`src/design/pli_pkg.sv`:
```
package pli_pkg;

   localparam int MAX_KNOTS_DEF   = 64;
   localparam int VALUE_WIDTH_DEF = 32;

   typedef enum logic [1:0] {
      FUNC_CLEAR  = 2'd0,
      FUNC_APPEND = 2'd1,
      FUNC_QUERY  = 2'd2,
      FUNC_SPARE  = 2'd3
   } func_type;

   typedef enum logic [1:0] {
      STATUS_OK       = 2'd0,
      STATUS_EMPTY    = 2'd1,
      STATUS_NOT_INCR = 2'd2,
      STATUS_FULL     = 2'd3
   } status_type;

   typedef enum logic [2:0] {
      ST_IDLE,
      ST_SCAN,
      ST_MUL,
      ST_DIV,
      ST_DONE
   } state_type;

   // control part of the search token walking the knot cells
   typedef struct packed {
      logic valid;
      logic found;
      logic has_prev;
      logic found_first;
   } tok_ctrl_type;

endpackage

```
`src/design/pli_cell.sv`:
```
module pli_cell #(
   parameter int MAX_KNOTS   = 64,
   parameter int VALUE_WIDTH = 32,
   parameter int CELL_INDEX  = 0
) (
   input  logic                                 clock,
   input  logic                                 reset,
   input  logic [$clog2(MAX_KNOTS+1)-1:0]       knot_count,
   input  logic                                 wr_en,
   input  logic signed [VALUE_WIDTH-1:0]        wr_x,
   input  logic signed [VALUE_WIDTH-1:0]        wr_y,
   input  pli_pkg::tok_ctrl_type                ctrl_i,
   input  logic signed [VALUE_WIDTH-1:0]        q_i,
   input  logic signed [VALUE_WIDTH-1:0]        px_i,
   input  logic signed [VALUE_WIDTH-1:0]        py_i,
   input  logic signed [VALUE_WIDTH-1:0]        hx_i,
   input  logic signed [VALUE_WIDTH-1:0]        hy_i,
   output pli_pkg::tok_ctrl_type                ctrl_o,
   output logic signed [VALUE_WIDTH-1:0]        q_o,
   output logic signed [VALUE_WIDTH-1:0]        px_o,
   output logic signed [VALUE_WIDTH-1:0]        py_o,
   output logic signed [VALUE_WIDTH-1:0]        hx_o,
   output logic signed [VALUE_WIDTH-1:0]        hy_o
);
   import pli_pkg::*;

   localparam int CW = $clog2(MAX_KNOTS+1);

   logic signed [VALUE_WIDTH-1:0] x_ff, y_ff;
   tok_ctrl_type                  ctrl_ff, ctrl_in;
   logic signed [VALUE_WIDTH-1:0] q_ff, px_ff, py_ff, hx_ff, hy_ff;
   logic signed [VALUE_WIDTH-1:0] px_in, py_in, hx_in, hy_in;
   logic                          active;

   // knot storage, written when the append lands on this slot
   always_ff @(posedge clock) begin
      if (wr_en && knot_count == CW'(CELL_INDEX)) begin
         x_ff <= wr_x;
         y_ff <= wr_y;
      end
   end

   assign active = ctrl_i.valid && !ctrl_i.found && (CW'(CELL_INDEX) < knot_count);

   always_comb begin
      ctrl_in = ctrl_i;
      px_in   = px_i;
      py_in   = py_i;
      hx_in   = hx_i;
      hy_in   = hy_i;
      if (active && x_ff >= q_i) begin
         ctrl_in.found       = 1'b1;
         ctrl_in.found_first = !ctrl_i.has_prev;
         hx_in               = x_ff;
         hy_in               = y_ff;
      end else if (active) begin
         ctrl_in.has_prev = 1'b1;
         px_in            = x_ff;
         py_in            = y_ff;
      end
   end

   always_ff @(posedge clock) begin
      if (reset) begin
         ctrl_ff <= '0;
      end else begin
         ctrl_ff <= ctrl_in;
      end
   end

   always_ff @(posedge clock) begin
      q_ff  <= q_i;
      px_ff <= px_in;
      py_ff <= py_in;
      hx_ff <= hx_in;
      hy_ff <= hy_in;
   end

   assign ctrl_o = ctrl_ff;
   assign q_o    = q_ff;
   assign px_o   = px_ff;
   assign py_o   = py_ff;
   assign hx_o   = hx_ff;
   assign hy_o   = hy_ff;

endmodule

```
`config.mk`:
```
export PLATFORM = sky130hd
export DESIGN_NAME = pli_cell
export DESIGN_NICKNAME = d
export VERILOG_FILES = /design/src/design/pli_pkg.sv /design/src/design/pli_cell.sv
export SDC_FILE = /design/constraint.sdc
export NUM_CORES = 1
export LEC_CHECK = 0
export ABC_AREA = 1
export BUFFER_PORTS_ARGS = -buffer_cell sky130_fd_sc_hd__buf_2
export CAP_MARGIN = 20
export CORE_MARGIN = 2
export CORE_UTILIZATION = 25
export CTS_CLUSTER_SIZE = 20
export DETAILED_ROUTE_END_ITERATION = 8
export GPL_TIMING_DRIVEN = 0
export PLACE_DENSITY_LB_ADDON = 0.25
export SLEW_MARGIN = 20
export SYNTH_ARGS = -nofsm -noshare
export SYNTH_HDL_FRONTEND = slang
export SYNTH_SLANG_ARGS = --single-unit
```
`constraint.sdc`:
```
create_clock -name clock -period 5 [get_ports clock]
set_input_delay 0.5 -clock clock [delete_from_list [all_inputs] [get_ports clock]]
set_output_delay 0.5 -clock clock [all_outputs]
set_load 0.01 [all_outputs]
```
# Yosys cells after proc, flatten, opt, wreduce, memory -nomap -nowiden

Index checks and enable logic that the tools add are counted.

Register bits: 228
Word-level logic and storage cells: 30
Memory bits (writable): 0
Memory bits (read-only): 0
Latch bits: 0
Memories: 0

Shift-type cells: 0
Reduce and logical (&&, ||, !) cells: 7
Mux-type cells: 10
Equal/unequal tests: 0
Magnitude comparators: 2
Div/mod/pow operators: 0
Add/subtract/negate cells: 0
Multipliers: 0
Bitwise logic cells: 0

Operator list:

| operator           | number |
|---|---|
| $mux 32            | 6 |
| $ge 32x32->1       | 1 |
| $logic_not 7->1    | 1 |
| $lt 1x7->1 const A | 1 |
| $logic_and 1x1->1  | 4 |
| $mux 1             | 4 |
| $logic_not 1->1    | 2 |

# Logic depth before layout (Yosys ltp)

Gate-level depths: netlist (run 1).

Word-level depth: 5
Depth in mapped cells: 20
Gate-level depth less buffers: 18

# Worst setup path after synthesis (run 1)

OpenSTA, ideal clock, no wires.

Path kind: in2reg
Start: in knot_count[3]
End: reg x_ff[0], enable pin
Stages on the path: 3
Data arrival time: 3.528 ns
Library setup time: 0.486 ns
Setup slack: 0.985 ns
Path buffers: 0
Cells stage by stage: nor4_1 > nand2_1 > nor2_1

Cells in the longest elaborated chain, start to end: 2

Ends and longest elaborated chain:

| element              | RTL line       | text |
|---|---|---|
| from (decl)          | pli_cell.sv:8  | `input logic [$clog2(MAX_KNOTS+1)-1:0] knot_count,` |
| $logic_not 7->1      | pli_cell.sv:37 | `if (wr_en && knot_count == CW'(CELL_INDEX)) begin` |
| $logic_and 1x1->1    | pli_cell.sv:37 |  |
| to (signal assigned) | pli_cell.sv:38 | `x_ff <= wr_x;` |
| to (decl)            | pli_cell.sv:29 | `logic signed [VALUE_WIDTH-1:0] x_ff, y_ff;` |

Every way passes these cells.
A chain may end at the register's enable or synchronous reset.

# Final worst setup path (run 1)

Start: reg x_ff[15]
End: reg hx_ff[0] (netlist: hx_o[0])

Cells in the longest elaborated chain, start to end: 3

Ends and longest elaborated chain:

| element              | RTL line       | text |
|---|---|---|
| $ge 32x32->1         | pli_cell.sv:51 | `if (active && x_ff >= q_i) begin` |
| $logic_and 1x1->1    | pli_cell.sv:51 |  |
| $mux 32              | pli_cell.sv:51 |  |
| named net hx_in[0]   | pli_cell.sv:32 | `logic signed [VALUE_WIDTH-1:0] px_in, py_in, hx_in, hy_in;` |
| to (signal assigned) | pli_cell.sv:75 | `hx_ff <= hx_in;` |
| to (decl)            | pli_cell.sv:31 | `logic signed [VALUE_WIDTH-1:0] q_ff, px_ff, py_ff, hx_ff, hy_ff;` |

The timed path passes the listed nets, and every way through them passes these cells.

==> results of run 1 <==
## where the power goes
| part | total (W) | switching (W) | internal, W |
|---|---|---|---|
| Combinational | 0.000443 | 0.000250 | 0.000193 |
| Sequential | 0.00202 | 0.0000232 | 0.00200 |
| Clock | 0.00176 | 0.000725 | 0.00103 |
## sequential cells by signal, summed over array words and instances, names as in the netlist
register	count
x_ff	32
y_ff	32
hy_o	32
hx_o	32
px_o	32
ctrl_o	4
q_o	32
py_o	32
## worst max path at each step
stage	from	endpoint	depth (start not counted)	slack, ns
6_report	x_ff[15]$_DFFE_PP_	hx_o[0]$_DFF_P_	12	2.51
3_5_place_dp	q_i[13]	hx_o[0]$_DFF_P_	14	2.18
3_3_place_gp	knot_count[3]	x_ff[25]$_DFFE_PP_	4	-0.98
5_1_grt	x_ff[15]$_DFFE_PP_	hx_o[28]$_DFF_P_	13	2.25
2_1_floorplan	knot_count[3]	x_ff[0]$_DFFE_PP_	3	0.99
4_1_cts	x_ff[15]$_DFFE_PP_	hx_o[0]$_DFF_P_	12	2.42
## worst max-delay path: cells and delay by family (launching register included)
kind,cells,cell delay [ns]
simple gates,6,0.76
compound gates,4,0.56
flops,1,0.40
buf+inv,1,0.33
fa+ha+maj,1,0.31
## final cells by class
type                            instances  area [um2]
Tap cell                              396         495
Fill cell                            3269       19600
Multi-Input combinational cell        439        2160
Timing Repair Buffer                  403        2050
Inverter                               79         297
Sequential cell                       228        5200
Clock buffer                           35         713
Buffer                                 29         178
Clock inverter                          8        61.3
## metrics by stage
| stage | instances | area (um2) |
|---|---|---|
| finish | 1617 | 11200 |
| CTS | 1617 | 11200 |
| floorplan | 775 | 7830 |
| detailed placement | 1574 | 10400 |
| global placement | 1572 | 10300 |
| global route | 1617 | 11200 |
## cells by family after synthesis
logic type | synth area share (%)
and+or+nand+nor | 16.7
DFF | 66.5
buffers and inverters | 6.06
AOI/OAI and AO/OA | 5.64
adders and majority gates | 5.11
## cell usage after synthesis
cell type	count
ha_1	32
inv_2	2
nand3_1	35
o21ai_0	66
nand2_1	264
clkbuf_1	5
nand3_2	1
inv_1	77
nor2_1	12
nand3_4	1
nor4_1	1
dfxtp_1	164
a21oi_1	16
edfxtp_1	64
nand4_1	2
nand2_4	1
a21oi_2	1
nand2_2	1
nor2_2	1
buf_4	3
o21a_1	2
nor3_1	1
buf_2	16
nand4_4	1
buf_6	5
a21o_1	1
## layer usage
layer / wire, um / track usage (%) / vias to the layer above
met5: 13 / 0 / -
met4: 686 / 4.91 / 2
met3: 1730 / 3.33 / 45
met2: 12600 / 27.2 / 234
met1: 10900 / 18.3 / 3025
li1: - / - / 3340
==> qor.txt, run 1 <==
worst r2r src: x_ff[15]$_DFFE_PP_
Synth area leaders: dfxtp_1 42%, edfxtp_1 25%, nand2_1 13%
area grow syn2layout: 42.5%
Peak Freq: 402 MHz
crit end category: flip-flop
CP max stage delay: 0.40 ns
synthesized instance count: 775
CP Class: flip-flop to flip-flop
clock latency on the worst-skew pair: 0.52 ns
Post-CTS Hold Buffers: 0
gr usage total: 15.3%
Max Fanout on Critical Path: 10
yosys warns: 0
I/O pins: 402
actual slew at the worst max-slew pin: 0.672 ns
global route overflow: 0
cts bufs inserted: 25
RSZ-0062 raised after global routing: no
pre-CTS setup slack: 2.18 ns
Final ANT Viol Nets: 0
Worst Setup Start Kind: flip-flop
Worst R2R Path Depth: 12
post-route clock skew: 0.0130 ns
Vert. Die Dim: 181 um
Peak VDD IR: 258 uV
setup TNS: 0 ns
Reg2Reg Setup Slack: 2.51 ns
min cycle time layout: 2.49 ns
maximum root-to-sink buffer count: 3
Required @ worst endpoint: 5.38 ns
Hold EP: q_o[7]$_DFF_P_
Pwr Density: 379 mW/mm2
final worst slack: 2.51 ns
area leader, netlist: dfxtp_1
period utilization: 49.8%
Placer Congestion: 0.784
Setup Fix Bufs, Post-CTS: 0
die width: 181 um
htree depth: 1
commonest non-fill, non-tap cell in the layout: buf_2
Synthesized Nets: 1045
Hold Path Stages: 1
WP data arrival: 2.87 ns
Via density: 4.11
HP Start: q_i[7]
Post-DP HPWL: 20.2 mm
CP most frequent cell: nand2_1
Synth top area share: 41.9%
DRC: 0
Die Area: 0.0327 mm2
Mapped Area: 0.00783 mm2
Worst Hold Slack: 0.0937 ns
Worst-path clk slew: 0.06 ns
Rel. slew slack: 55.1%
initial core utilization: 25.5%
row count: 64
largest net degree at the start of global routing: 25
WL final: 26.0 mm
CTS tree: done
Port Buffers: 401
total power: 0.00423 W
Avg Inst Size Synth: 10.1 um2
count of final max-slew check failures: 0
Fin. Hold Viols: 0
Util after Layout: 36.3%
Unique masters post-synth: 26
Sink Count: 228
leakage: 5.77 nW
most frequent cells in the layout: 417 x buf_2, 264 x nand2_1, 164 x dfxtp_1
post_cts resized: 0
sequential share of the synthesized area: 66.5%
Worst Hold Class: input port to flip-flop
DR WL/cell: 16.1 um
global-route wire length before repair: 38.4 mm
Core Region: 0.0307 mm2
TritonRoute pass-1 iters: 4
total vias in the final route: 6646
vias in the first global route: 6741
status: complete, no violations
share of cells above drive strength 1: 38.7%
initial antenna violation count: 2
RR Endpoint: hx_o[0]$_DFF_P_
Net count, final: 1475
max-cap violation count: 0
number of diodes: 0
Final Setup Violations: 0
Worst path slowest cell: edfxtp_1
post-synthesis register bit count: 228
CTS root buffer: clkbuf_16
Cell Chain, Critical Path: ha_1 > a21oi_1 > o21ai_0 > a21oi_1 > nand2_1 > nand2_1 > nand2_1 > nand2_2 > nand3_4 > nand2_4 > buf_2 > o21ai_0
1st-iter DRT viols: 203
No activity file was read; power rests on OpenSTA's default activity.
==> run 2, diff against run 1 <==
==> constraint.sdc (replaced) <==
create_clock -name clock -period 2.4 [get_ports clock]
set_input_delay 0.24 -clock clock [delete_from_list [all_inputs] [get_ports clock]]
set_output_delay 0.24 -clock clock [all_outputs]
set_load 0.01 [all_outputs]
==> qor.txt, run 2 (synthesis gave the netlist of run 1 again) <==
Final ANT Viol Nets: 0
Placed Cells: 1574
max-cap violation count: 0
TritonRoute pass-1 iters: 4
most frequent cells in the layout: 408 x buf_2, 254 x nand2_1, 228 x dlygate4sd3_1
htree depth: 1
commonest non-fill, non-tap cell in the layout: buf_2
Pwr Density: 664 mW/mm2
Vert. Die Dim: 181 um
number of diodes: 0
count of final max-slew check failures: 0
Sink Count: 228
final worst slack: 0.0846 ns
footprint of the multi-input gates: 0.00236 mm2
CP max stage delay: 0.40 ns
Sw Share: 24.1%
Fin. Hold Viols: 0
die width: 181 um
row count: 64
total vias in the final route: 7676
Cell Chain, Critical Path: ha_1 > nand2_1 > nor2_2 > buf_4 > a21oi_4 > nand2_4 > nand2_2 > nand2_1 > nand2_2 > nand4_4 > buf_12 > buf_8 > nand2_1 > nand2_2
Worst Hold Slack: 0.0745 ns
global route overflow: 0
# fillers: 2964
internal power: 0.00700 W
clock share of power: 40.1%
Final Setup Violations: 0
clock latency on the worst-skew pair: 0.53 ns
vias in the first global route: 8168
Post-DP HPWL: 20.3 mm
Gate power share: 14.1%
Sw Pwr: 0.00222 W
status: complete, no violations
Util after Layout: 45.1%
Max Fanout on Critical Path: 10
CTS root buffer: clkbuf_16
CP Class: flip-flop to flip-flop
global-route wire length before repair: 43.8 mm
post-route clock skew: 0.0184 ns
setup TNS: 0 ns
Port Buffers: 401
crit end category: flip-flop
Placer Congestion: 0.781
RSZ-0062 raised after global routing: yes
cts bufs inserted: 26
Peak Freq: 432 MHz
pre-CTS setup slack: -0.147 ns
period utilization: 96.5%
CTS tree: done
Reg power frac: 45.8%
1st-iter DRT viols: 267
Worst path slowest cell: edfxtp_1
initial antenna violation count: 1
Worst Hold Class: input port to flip-flop
largest net degree at the start of global routing: 25
Via density: 4.12
post-route insts no fill: 1863
Die Area: 0.0327 mm2
Core Region: 0.0307 mm2
WP data arrival: 2.72 ns
share of cells above drive strength 1: 35.6%
initial core utilization: 25.5%
Worst-path clk slew: 0.06 ns
DR WL/cell: 15.6 um
I/O pins: 402
Peak VDD IR: 558 uV
area grow syn2layout: 77.3%
Required @ worst endpoint: 2.81 ns
actual slew at the worst max-slew pin: 0.628 ns
leakage: 6.85 nW
register area: 0.00520 mm2
min cycle time layout: 2.32 ns
maximum root-to-sink buffer count: 3
gr usage total: 17.0%
Rel. slew slack: 58.0%
WL final: 29.0 mm
DRC: 0
Net count, final: 1717
Worst Setup Start Kind: flip-flop
==> run 2: cell count changes in the layout (fill, tap and decap cells not counted), moves of 9 or more <==
cell,previous run,this run
dlygate4sd3_1,0,228
nand2_1,264,254
buf_2,417,408
buf_4,3,12
nand2_2,1,10
==> run 2: area by class of cell <==
cell class / instances / area share (%)
Clock inverter: 12 / 0.433
Timing Repair Buffer: 643 / 32.2
Inverter: 79 / 2.17
Sequential cell: 228 / 37.5
Clock buffer: 36 / 5.33
Tap cell: 396 / 3.57
Buffer: 29 / 1.85
Multi-Input combinational cell: 440 / 17.0
==> run 2: repair_timing <==
item                                   in CTS  in global routing
pin swaps                                   0                  7
buffers inserted                            2                  9
setup endpoints to repair                 107                131
resized for setup                           7                 68
gates cloned                                0                  2
hold buffers                              228                  0
endpoints found under the hold margin     227                  0
==> run 2: through the flow <==
step / area [um2] / power (W)
finish: 13900 / 0.00922
global placement: 10300 / 0.00523
global route: 13900 / 0.00962
CTS: 13500 / 0.00929
detailed placement: 10400 / 0.00524
floorplan: 7840 / 0.00470
==> run 2: power groups by stage <==
stage	Sequential (W)	Combinational, W	Clock [W]
2_1_floorplan	0.00442	0.000278	0
3_3_place_gp	0.00430	0.000926	0
3_5_place_dp	0.00430	0.000936	0
4_1_cts	0.00422	0.00125	0.00381
5_1_grt	0.00424	0.00143	0.00395
6_report	0.00422	0.00130	0.00369
==> run 2: final timing paths <==
check,slack [ns],to,startpoint,depth (start not counted)
min reg2reg,0.47,py_o[19]$_DFF_P_,y_ff[19]$_DFFE_PP_,2
min,0.07,ctrl_o[0]$_SDFF_PP0_,ctrl_i[0],3
max,0.08,py_o[16]$_DFF_P_,x_ff[14]$_DFFE_PP_,14
max reg2reg,0.08,py_o[16]$_DFF_P_,x_ff[14]$_DFFE_PP_,14
==> run 2: metal layers <==
| layer | track usage [%] | vias to the layer above | wire length [um] |
|---|---|---|---|
| met2 | 31.7 | 249 | 15000 |
| met4 | 4.88 | 0 | 763 |
| met5 | 0 | - | 0 |
| met3 | 2.86 | 47 | 1440 |
| li1 | - | 3829 | - |
| met1 | 19.9 | 3551 | 11800 |
==> run 2: critical path, delay by kind of cell, from the launching register on <==
kind,cells,cell delay [ns]
DFF,1,0.40
and+or+nand+nor,9,0.85
buffers and inverters,3,0.49
adders and majority gates,1,0.29
AOI/OAI and AO/OA,1,0.16
