[src/design/pli_pkg.sv]
package pli_pkg;

   localparam int MAX_KNOTS_DEF   = 64;
   localparam int VALUE_WIDTH_DEF = 32;

   typedef enum logic [1:0] {
      FUNC_CLEAR  = 2'd0,
      FUNC_APPEND = 2'd1,
      FUNC_QUERY  = 2'd2,
      FUNC_SPARE  = 2'd3
   } func_type;

   typedef enum logic [1:0] {
      STATUS_OK       = 2'd0,
      STATUS_EMPTY    = 2'd1,
      STATUS_NOT_INCR = 2'd2,
      STATUS_FULL     = 2'd3
   } status_type;

   typedef enum logic [2:0] {
      ST_IDLE,
      ST_SCAN,
      ST_MUL,
      ST_DIV,
      ST_DONE
   } state_type;

   // control part of the search token walking the knot cells
   typedef struct packed {
      logic valid;
      logic found;
      logic has_prev;
      logic found_first;
   } tok_ctrl_type;

endpackage

[src/design/pli_divider.sv]
module pli_divider #(
   parameter int VALUE_WIDTH = 32
) (
   input  logic                           clock,
   input  logic                           reset,
   input  logic                           start,
   input  logic [2*VALUE_WIDTH-1:0]       dividend,
   input  logic [VALUE_WIDTH-1:0]         divisor,
   output logic                           done,
   output logic [VALUE_WIDTH-1:0]         quotient
);
   import pli_pkg::*;

   localparam int W  = VALUE_WIDTH;
   localparam int NW = $clog2(W);

   logic          busy_ff, done_ff;
   logic [NW-1:0] cnt_ff;
   logic [W:0]    rem_ff;
   logic [W-1:0]  lo_ff, div_ff;
   logic [W:0]    shifted;
   logic          fits;

   // restoring step: one quotient bit per cycle, high half already below divisor
   assign shifted = {rem_ff[W-1:0], lo_ff[W-1]};
   assign fits    = shifted >= {1'b0, div_ff};

   always_ff @(posedge clock) begin
      if (reset) begin
         busy_ff <= 1'b0;
         done_ff <= 1'b0;
         cnt_ff  <= '0;
      end else begin
         done_ff <= 1'b0;
         if (start) begin
            busy_ff <= 1'b1;
            cnt_ff  <= '0;
         end else if (busy_ff) begin
            cnt_ff <= cnt_ff + 1'b1;
            if (cnt_ff == NW'(W-1)) begin
               busy_ff <= 1'b0;
               done_ff <= 1'b1;
            end
         end
      end
   end

   always_ff @(posedge clock) begin
      if (start) begin
         rem_ff <= {1'b0, dividend[2*W-1:W]};
         lo_ff  <= dividend[W-1:0];
         div_ff <= divisor;
      end else if (busy_ff) begin
         rem_ff <= fits ? (shifted - {1'b0, div_ff}) : shifted;
         lo_ff  <= {lo_ff[W-2:0], fits};
      end
   end

   assign done     = done_ff;
   assign quotient = lo_ff;

endmodule

[config.mk]
export PLATFORM = sky130hd
export DESIGN_NAME = pli_divider
export DESIGN_NICKNAME = d
export VERILOG_FILES = /design/src/design/pli_pkg.sv /design/src/design/pli_divider.sv
export SDC_FILE = /design/constraint.sdc
export NUM_CORES = 1
export LEC_CHECK = 0
export ABC_AREA = 1
export BUFFER_PORTS_ARGS = -buffer_cell sky130_fd_sc_hd__buf_4
export CAP_MARGIN = 20
export CORE_MARGIN = 2
export CORE_UTILIZATION = 51
export CTS_CLUSTER_DIAMETER = 60
export DETAILED_ROUTE_END_ITERATION = 10
export GPL_ROUTABILITY_DRIVEN = 0
export PLACE_DENSITY = 0.84
export SYNTH_ARGS = -nofsm -noshare
export SYNTH_HDL_FRONTEND = slang
export SYNTH_SLANG_ARGS = --single-unit
[constraint.sdc]
create_clock -name clock -period 4.7 [get_ports clock]
set_input_delay 0.705 -clock clock [delete_from_list [all_inputs] [get_ports clock]]
set_output_delay 0.705 -clock clock [all_outputs]
set_load 0.03 [all_outputs]
Yosys cells after proc, flatten, opt, wreduce, memory -nomap -nowiden. Index checks and enable logic that the tools add are counted.

Bits of input ports: 99. Output and inout port bits: 33. Flip-flop bits (word level): 103. Word-level logic and storage cells: 23.

Add/subtract/negate cells: 2. Order comparisons: 1. Bitwise operators: 1. Reductions and logical operators: 3. Equal/unequal tests: 1. Muxes and demuxes: 9.

Operator list (count): $mux W32 (5); $ge A33 B32 Y1 (1); $sub A32 B32 Y32 (1); $add A5 B1 Y5 const B (1); $eq A5 B5 Y1 const B (1); $mux W1 (4); $reduce_or A3 Y1 (1); $reduce_bool A2 Y1 (1); $reduce_or A2 Y1 (1); $not A1 Y1 (1).

Logic depth before layout (Yosys ltp). Gate-level depths: netlist of the first run.

Word-level depth: 4. Mapped depth: 17. Mapped depth without buffers: 16.

Least setup slack after synthesis of the first run. Ideal clock, no wire load.

Kind: input to register. Start point: input port start. End point: register lo_ff[0], in the netlist quotient[0] (enable). Buffers on the path: 1. Stages: 3. Arrival time: 2.290 ns. Setup time: 0.418 ns. Slack: 1.992 ns. Required time: 4.282 ns. Cells stage by stage: clkbuf_1 -> nor2_1 -> inv_1.

Cells in the longest elaborated chain, start to end: 1.

Ends and longest elaborated chain: start, declared (line pli_divider.sv:6) `input logic start,`; $reduce_bool A2 Y1 (no line); end signal, assigned (line pli_divider.sv:51) `lo_ff <= dividend[W-1:0];`; end signal, assigned (line pli_divider.sv:55) `lo_ff <= {lo_ff[W-2:0], fits};`; end, declared (line pli_divider.sv:20) `logic [W-1:0] lo_ff, div_ff;`.

Every way passes these cells. A chain may end at the register's enable or synchronous reset.

Worst setup path after layout of the first run.
Start point: register rem_ff[27]. End point: register rem_ff[31] (data pin).

Cells in the longest elaborated chain, start to end: 4. Elaborated cells between the ends (all ways): 5. Classes of those cells: add/sub (1); order compare (1); mux (3).

Ends and longest elaborated chain: start, declared (line pli_divider.sv:19) `logic [W:0] rem_ff;`; start signal, assigned (line pli_divider.sv:50) `rem_ff <= {1'b0, dividend[2*W-1:W]};`; start signal, assigned (line pli_divider.sv:54) `rem_ff <= fits ? (shifted - {1'b0, div_ff}) : shifted;`; $sub A32 B32 Y32 / $ge A33 B32 Y1 (equally long branches) (line pli_divider.sv:54, pli_divider.sv:26); $mux W32 * (line pli_divider.sv:54); $mux W32 * (line pli_divider.sv:53) `end else if (busy_ff) begin`; $mux W32 * (line pli_divider.sv:49) `if (start) begin`.

Mark *: on every way between the ends. The rest lies on a longest branch, timed or not. The select of a mux whose other input is x is not followed.

==> out/results.tsv, run 1 <==
metric	value	unit
Crit Path Max Fanout	33	
Slew Viols, Final	0	
Crit Path Class	reg -> reg	
placed cell count	1277	
Residual DRC	0	
Post-CTS Setup Repair Bufs	0	
post-route clock skew	12.6	ps
core area	13800	um2
max cap viols	0	
Logic pwr share	42.9	%
hold_ws	485	ps
crit path DAT	2870	ps
nets	1243	
DRT Pass-1 Iters	5	
met2 Use GR	40.5	%
LEAKAGE	0.00457	uW
CTS tree	done	
number of global-route vias before repair	6263	
TNS Setup	0	ps
root buf cell	clkbuf_16	
Slew @ Worst Pin	900	ps
CP Capture Type	flop	
Power Dens Cells	403	nW/um2
cts hold-fix bufs	0	
outcome	finished, final reports clean	
Clock Power Share	21.5	%
CTS H-tree lvls	3	
min-delay src	cnt_ff[4]	
All-Layer GR Usage	24.0	%
Mean Syn Cell Area	7.22	um2
# diodes	0	
post-cts resize count	0	
CTS Buffer Depth	2	
Hold Violations, Final	0	
achievable frequency	0.364	GHz
slew margin rel.	39.9	%
count of cell types in the netlist	32	
P_int	2090	uW
final worst setup slack	1950	ps
final setup fails	0	
Hold Path Class	reg -> reg	
switching part of the total	39.3	%
Required @ worst endpoint	4830	ps
global route overflow	0	
Top Ports	132	
Synth Warn #	0	
Final ANT Viol Nets	0	
fin cells	1294	
post-synthesis cell area	7130	um2
Via Count	6410	
DP Worst Slack	1960	ps
syn nets	1121	
DR iter-0 viols	443	
worst r2r src	rem_ff[27]	
Vias/cell	4.95	
CP startpoint kind	flop	
Yosys reg bits	103	
full die area	14900	um2
Die Y	122	um
Post-Route WL	17300	um
commonest non-fill, non-tap cell in the layout	nand2_1	
Yosys top cell by area	edfxtp_1	
gr busiest metal	met2	
synthesis-to-finish area growth	19.8	%
first-pass GRT wire length	28300	um
dpl hpwl	13000	um
antenna violations before repair	0	
met1 Resource Use GR	29.1	%
GRT met3 Usage	7.34	%
part of the power in registers	35.6	%
starting density of the core	51.7	%
Area contributors post-synth	edfxtp_1 (40%), nand2_1 (23%), inv_1 (8.7%), ha_1 (6.0%), nand3_1 (4.6%)	
most frequent cells in the layout	nand2_1 (438), inv_1 (163), buf_4 (134), edfxtp_1 (96), nand3_1 (65)	
share of layout cells above drive strength 1	15.8	%
largest net degree at the start of global routing	66	
start point of the critical path	rem_ff[27]	
peak supply drop	0.000256	V
Synth top area share	40.4	%
fin crit period	2750	ps
Worst-Skew Late Latency	360	ps
Psw	1350	uW
PortBufs	131	
clock-pin slew on the worst setup and hold paths	80	ps
CTS Buf Count	9	
routed length per instance	13.3	um
Final Cycle Share	58.5	%
RSZ-0062 raised after global routing	false	
row count	43	
Synth Instances	987	
clock sink count	103	
die width	122	um
Seq/Total Area, Yosys	42.4	%
## critical path: stages (launching register included)
cell      delay [ps]
edfxtp_1         410
ha_1             380
a21oi_1          270
nand2_1           80
a21oi_1          160
nand2_2           90
nor2_4           430
nand2_4          350
nand2_1          180
nand2_1           60
nand2_1           50
nand2_1           40
## Yosys cell counts
cell / n
buf_2: 4
nand3_2: 6
a21o_1: 1
a21oi_1: 20
nand3b_1: 26
clkinv_1: 1
and2_1: 2
nand2_1: 438
fa_1: 1
or2_2: 1
nor3_1: 4
buf_1: 2
inv_2: 2
nand2_4: 2
nand4_1: 10
o21ai_0: 4
nand3_1: 65
nor2_2: 6
nor2_1: 47
o21a_1: 1
o21bai_1: 1
buf_6: 5
xnor2_1: 14
clkbuf_1: 13
inv_1: 165
a31oi_1: 1
nand2_2: 5
dfxtp_1: 7
a211oi_1: 1
ha_1: 34
nor2_4: 2
edfxtp_1: 96
## logic make-up after synthesis
family / after synthesis / synth area share [%]
compound gates: 29 / 2.19
xor+xnor: 14 / 1.72
fa+ha+maj: 35 / 6.25
simple gates: 614 / 36.7
buf+inv: 192 / 10.7
flops: 103 / 42.4
## worst paths after layout
path | endpoint | slack (ps) | cells past startpoint
worst min-delay path | cnt_ff[4] | 490 | 2
worst max register to register | rem_ff[31] | 1950 | 11
worst min register to register | cnt_ff[4] | 490 | 2
worst max-delay path | rem_ff[31] | 1950 | 11
## metrics by stage
step	power (uW)	cell area, um2	utilization (%)
6_report	3440	8530	62.0
5_1_grt	3690	8530	62.0
4_1_cts	3430	8510	61.8
3_5_place_dp	2690	8230	59.7
3_3_place_gp	2670	8230	59.7
2_1_floorplan	2340	7130	-
## layer usage
metal | vias to the layer above | share of wire, % | routed length (um)
li1 | 3310 | - | -
met1 | 2874 | 42 | 7330
met2 | 201 | 47 | 8160
met3 | 25 | 8.5 | 1460
met4 | 0 | 1.8 | 309
met5 | - | 0 | 0
## flip-flops by register name (all words and copies together), names as in the netlist
register  cells
busy_ff       1
cnt_ff        5
div_ff       32
done          1
quotient     32
rem_ff       32
## power groups by stage
stage	clock (uW)	sequential [uW]	combinational, uW
finish	737	1220	1470
CTS	748	1220	1460
global route	782	1240	1670
global placement	0	1240	1430
floorplan	0	1280	1050
detailed placement	0	1240	1450
## area by class of cell
class / count / area (um2)
Clock inverter: 6 / 60.1
Inverter: 168 / 631
Multi-Input combinational cell: 692 / 3340
Sequential cell: 103 / 3020
Timing Repair Buffer: 135 / 1030
Tap cell: 180 / 225
Clock buffer: 10 / 229
Fill cell: 1289 / 5240
Note: power is estimated with default switching activity, not from simulation.
==> run 2: changes to the inputs <==
--- a/config.mk
+++ b/config.mk
@@ -5,15 +5,15 @@
 export SDC_FILE = /design/constraint.sdc
 export NUM_CORES = 1
 export LEC_CHECK = 0
-export ABC_AREA = 1
+export ABC_AREA = 0
 export BUFFER_PORTS_ARGS = -buffer_cell sky130_fd_sc_hd__buf_4
 export CAP_MARGIN = 20
 export CORE_MARGIN = 2
-export CORE_UTILIZATION = 51
+export CORE_UTILIZATION = 50
 export CTS_CLUSTER_DIAMETER = 60
 export DETAILED_ROUTE_END_ITERATION = 10
 export GPL_ROUTABILITY_DRIVEN = 0
-export PLACE_DENSITY = 0.84
+export PLACE_DENSITY = 0.87
 export SYNTH_ARGS = -nofsm -noshare
 export SYNTH_HDL_FRONTEND = slang
 export SYNTH_SLANG_ARGS = --single-unit
==> constraint.sdc (replaced) <==
create_clock -name clock -period 2.26 [get_ports clock]
set_input_delay 0.339 -clock clock [delete_from_list [all_inputs] [get_ports clock]]
set_output_delay 0.339 -clock clock [all_outputs]
set_load 0.03 [all_outputs]
==> run 2 against run 1 <==
The run now ends with setup timing left. Via count down 11%. Routed wire length up 18%. Die area down 11%. Worst setup slack worse by 2800 ps. Clock power up 110%. Synthesized cell count down 46%. Global-route usage up 3.2 points. Cell area up 12%. Utilization up 17 points. Clock skew down 0.73 ps.
==> out/results.tsv, run 2 <==
metric	value	unit	change
root buf cell	clkbuf_16		unchanged
CTS Buffer Depth	2		unchanged
PortBufs	131		unchanged
full die area	13300	um2	was 14900 um2
routed length per instance	20.7	um	was 13.3 um
fin crit period	3080	ps	was 2750 ps
Final Cycle Share	136	%	was 58.5%
CTS Buf Count	9		unchanged
placed cell count	920		was 1277
Top FF cell, synth	edfxtp_1		unchanged
outcome	finished with violations		was finished, final reports clean
Synth top area share	46.5	%	was 40.4%
Yosys top cell by area	edfxtp_1		unchanged
CTS H-tree lvls	3		unchanged
DRT Pass-1 Iters	5		unchanged
crit path DAT	3190	ps	was 2870 ps
max cap viols	0		unchanged
LEAKAGE	0.00409	uW	was 0.00457 uW
starting density of the core	51.3	%	was 51.7%
most frequent cells in the layout	buf_4 (257), edfxtp_1 (96), mux2_2 (43), nand2_1 (33), inv_1 (32)		was nand2_1 (438), inv_1 (163), buf_4 (134), edfxtp_1 (96), nand3_1 (65)
CP startpoint kind	flop		unchanged
fin cells	978		was 1294
Synth Instances	534		was 987
Via Count	5734		was 6410
Required @ worst endpoint	2370	ps	was 4830 ps
DR iter-0 viols	445		was 443
Core Util, Final	78.9	%	was 62.0%
largest net degree at the start of global routing	57		was 66
Mean Syn Cell Area	11.6	um2	was 7.22 um2
clock-pin slew on the worst setup and hold paths	80	ps	about the same
Worst path slowest cell	edfxtp_1		was nor2_4
Vias/cell	5.86		was 4.95
final worst setup slack	-820	ps	was 1950 ps
violated checks	setup timing		
dpl hpwl	11900	um	was 13000 um
CP peak stage delay	410	ps	was 430 ps
count of cell types in the netlist	61		was 32
Hold Path Class	in -> reg		was reg -> reg
Post-Route WL	20300	um	was 17300 um
TNS Setup	-23240	ps	was 0 ps
first-pass GRT wire length	27800	um	was 28300 um
Crit Path Class	reg -> reg		unchanged
# diodes	0		unchanged
clock sink count	103		unchanged
Crit Path Max Fanout	6		was 33
final setup fails	33		was 0
post-synthesis cell area	6190	um2	was 7130 um2
Critical Path, Cell by Cell	ha_1, nand2b_1, a211oi_4, o21ai_2, nand2_2, a31oi_4, o31ai_4, buf_6, mux2_4, mux2_2		was ha_1, a21oi_1, nand2_1, a21oi_1, nand2_2, nor2_4, nand2_4, nand2_1, nand2_1, nand2_1, nand2_1
syn nets	668		was 1121
cell area after layout	9520	um2	was 8530 um2
post-route clock skew	11.9	ps	was 12.6 ps
synthesis-to-finish area growth	53.7	%	was 19.8%
DP Worst Slack	-663	ps	was 1960 ps
achievable frequency	0.325	GHz	was 0.364 GHz
Power Dens Cells	1080	nW/um2	was 403 nW/um2
Slew @ Worst Pin	430	ps	was 900 ps
CP Capture Type	flop		unchanged
most frequent cells after synthesis	edfxtp_1 (96), mux2_2 (46), a21oi_1 (39), inv_1 (39), nand2_1 (38)		was nand2_1 (438), inv_1 (165), edfxtp_1 (96), nand3_1 (65), nor2_1 (47)
slew margin rel.	71.1	%	was 39.9%
Final ANT Viol Nets	0		unchanged
Die Y	115	um	was 122 um
core area	12100	um2	was 13800 um2
number of global-route vias before repair	5729		was 6263
Worst path top cell family by delay	compound AO/OA/AOI/OAI gates		was simple AND/OR/NAND/NOR gates
Residual DRC	0		unchanged
Top Ports	132		unchanged
Hold Violations, Final	0		unchanged
Placed Area	8240	um2	was 8230 um2
peak supply drop	0.000647	V	was 0.000256 V
nets	939		was 1243
Synth Warn #	0		unchanged
Area contributors post-synth	edfxtp_1 (47%), mux2_2 (8.4%), ha_1 (6.9%), a21oi_1 (3.2%), xnor2_1 (2.7%)		was edfxtp_1 (40%), nand2_1 (23%), inv_1 (8.7%), ha_1 (6.0%), nand3_1 (4.6%)
commonest non-fill, non-tap cell in the layout	buf_4		was nand2_1
RSZ-0062 raised after global routing	true		was false
Worst-Skew Late Latency	360	ps	about the same
EDFF count, synth	96		unchanged
global route overflow	0		unchanged
row count	40		was 43
All-Layer GR Usage	27.3	%	was 24.0%
Yosys reg bits	103		unchanged
most frequent cell after synthesis	edfxtp_1		was nand2_1
WP buf/inv	1		was 0
async set-or-reset flop fraction in the synthesized netlist	0	%	unchanged
Slew Viols, Final	0		unchanged
die width	115	um	was 122 um
CTS tree	done		unchanged
Seq/Total Area, Yosys	48.8	%	was 42.4%
antenna violations before repair	0		unchanged
share of layout cells above drive strength 1	56.0	%	was 15.8%
-- run 2: cell types whose count changed after synthesis, sizes merged, moves of 25 or more --
cell,previous run,this run
nand3b,26,1
inv,167,39
nand3,71,7
nand2,445,39
nor2,55,27
mux2,0,57
-- run 2: power breakdown --
part | internal, uW | total [uW] | leakage, uW | switching (uW)
logic | 3160 | 5980 | 0.00293 | 2810
clock network | 795 | 1560 | 0.000146 | 764
registers | 2510 | 2770 | 0.00101 | 257
total | 6470 | 10300 | 0.00409 | 3830
-- run 2: final cells by class --
class,count,area [um2]
Clock buffer,10,239
Clock inverter,6,48.8
Fill cell,655,2540
Inverter,39,146
Multi-Input combinational cell,369,3570
Sequential cell,103,3020
Tap cell,168,210
Timing Repair Buffer,283,2280
-- run 2: logic make-up after synthesis --
kind of cell,count (synthesis),synth area share [%]
adder cells (fa/ha/maj),35,7.19
AND/OR/NAND/NOR,129,10.9
XOR/XNOR,29,4.10
multiplexers,63,11.3
buffers and inverters,62,4.50
flip-flops,103,48.8
AO/OA/AOI/OAI,113,13.2
-- run 2: final timing paths --
kind              from          to  slack [ps]  cells after the start
max          rem_ff[0]  rem_ff[22]        -820                     10
min              reset     busy_ff         130                      2
max reg2reg  rem_ff[0]  rem_ff[22]        -820                     10
min reg2reg  cnt_ff[4]   cnt_ff[4]         550                      2
-- run 2: per-stage QoR --
| step | power (uW) | hold slack [ps] |
|---|---|---|
| final | 10300 | 127 |
| after floorplan | 5350 | 411 |
| after detailed placement | 7010 | 511 |
| after global placement | 6820 | 483 |
| after CTS | 9380 | 127 |
| after global routing | 10700 | 128 |
-- run 2: what timing repair did --
| action | in CTS | in global routing |
|---|---|---|
| buffers inserted | 27 | 20 |
| gates resized for setup | 77 | 56 |
| pin swaps | 40 | 23 |
| endpoints found under the setup margin | 33 | 33 |
| hold buffers | 0 | 0 |
-- run 2: worst register-to-register path, cell delays in order, from the launching register on --
cell and delay, ps:
edfxtp_1 410, ha_1 330, nand2b_1 150, a211oi_4 360, o21ai_2 120, nand2_2 130, a31oi_4 150, o31ai_4 390
buf_6 210, mux2_4 310, mux2_2 260
-- run 2: per-layer routing --
layer,global-route usage [%],vias to the layer above,routed length (um)
li1,-,2536,-
met1,30.5,2764,7640
met2,48.3,352,10100
met3,8.80,82,1650
met4,10.7,0,930
met5,0,-,0
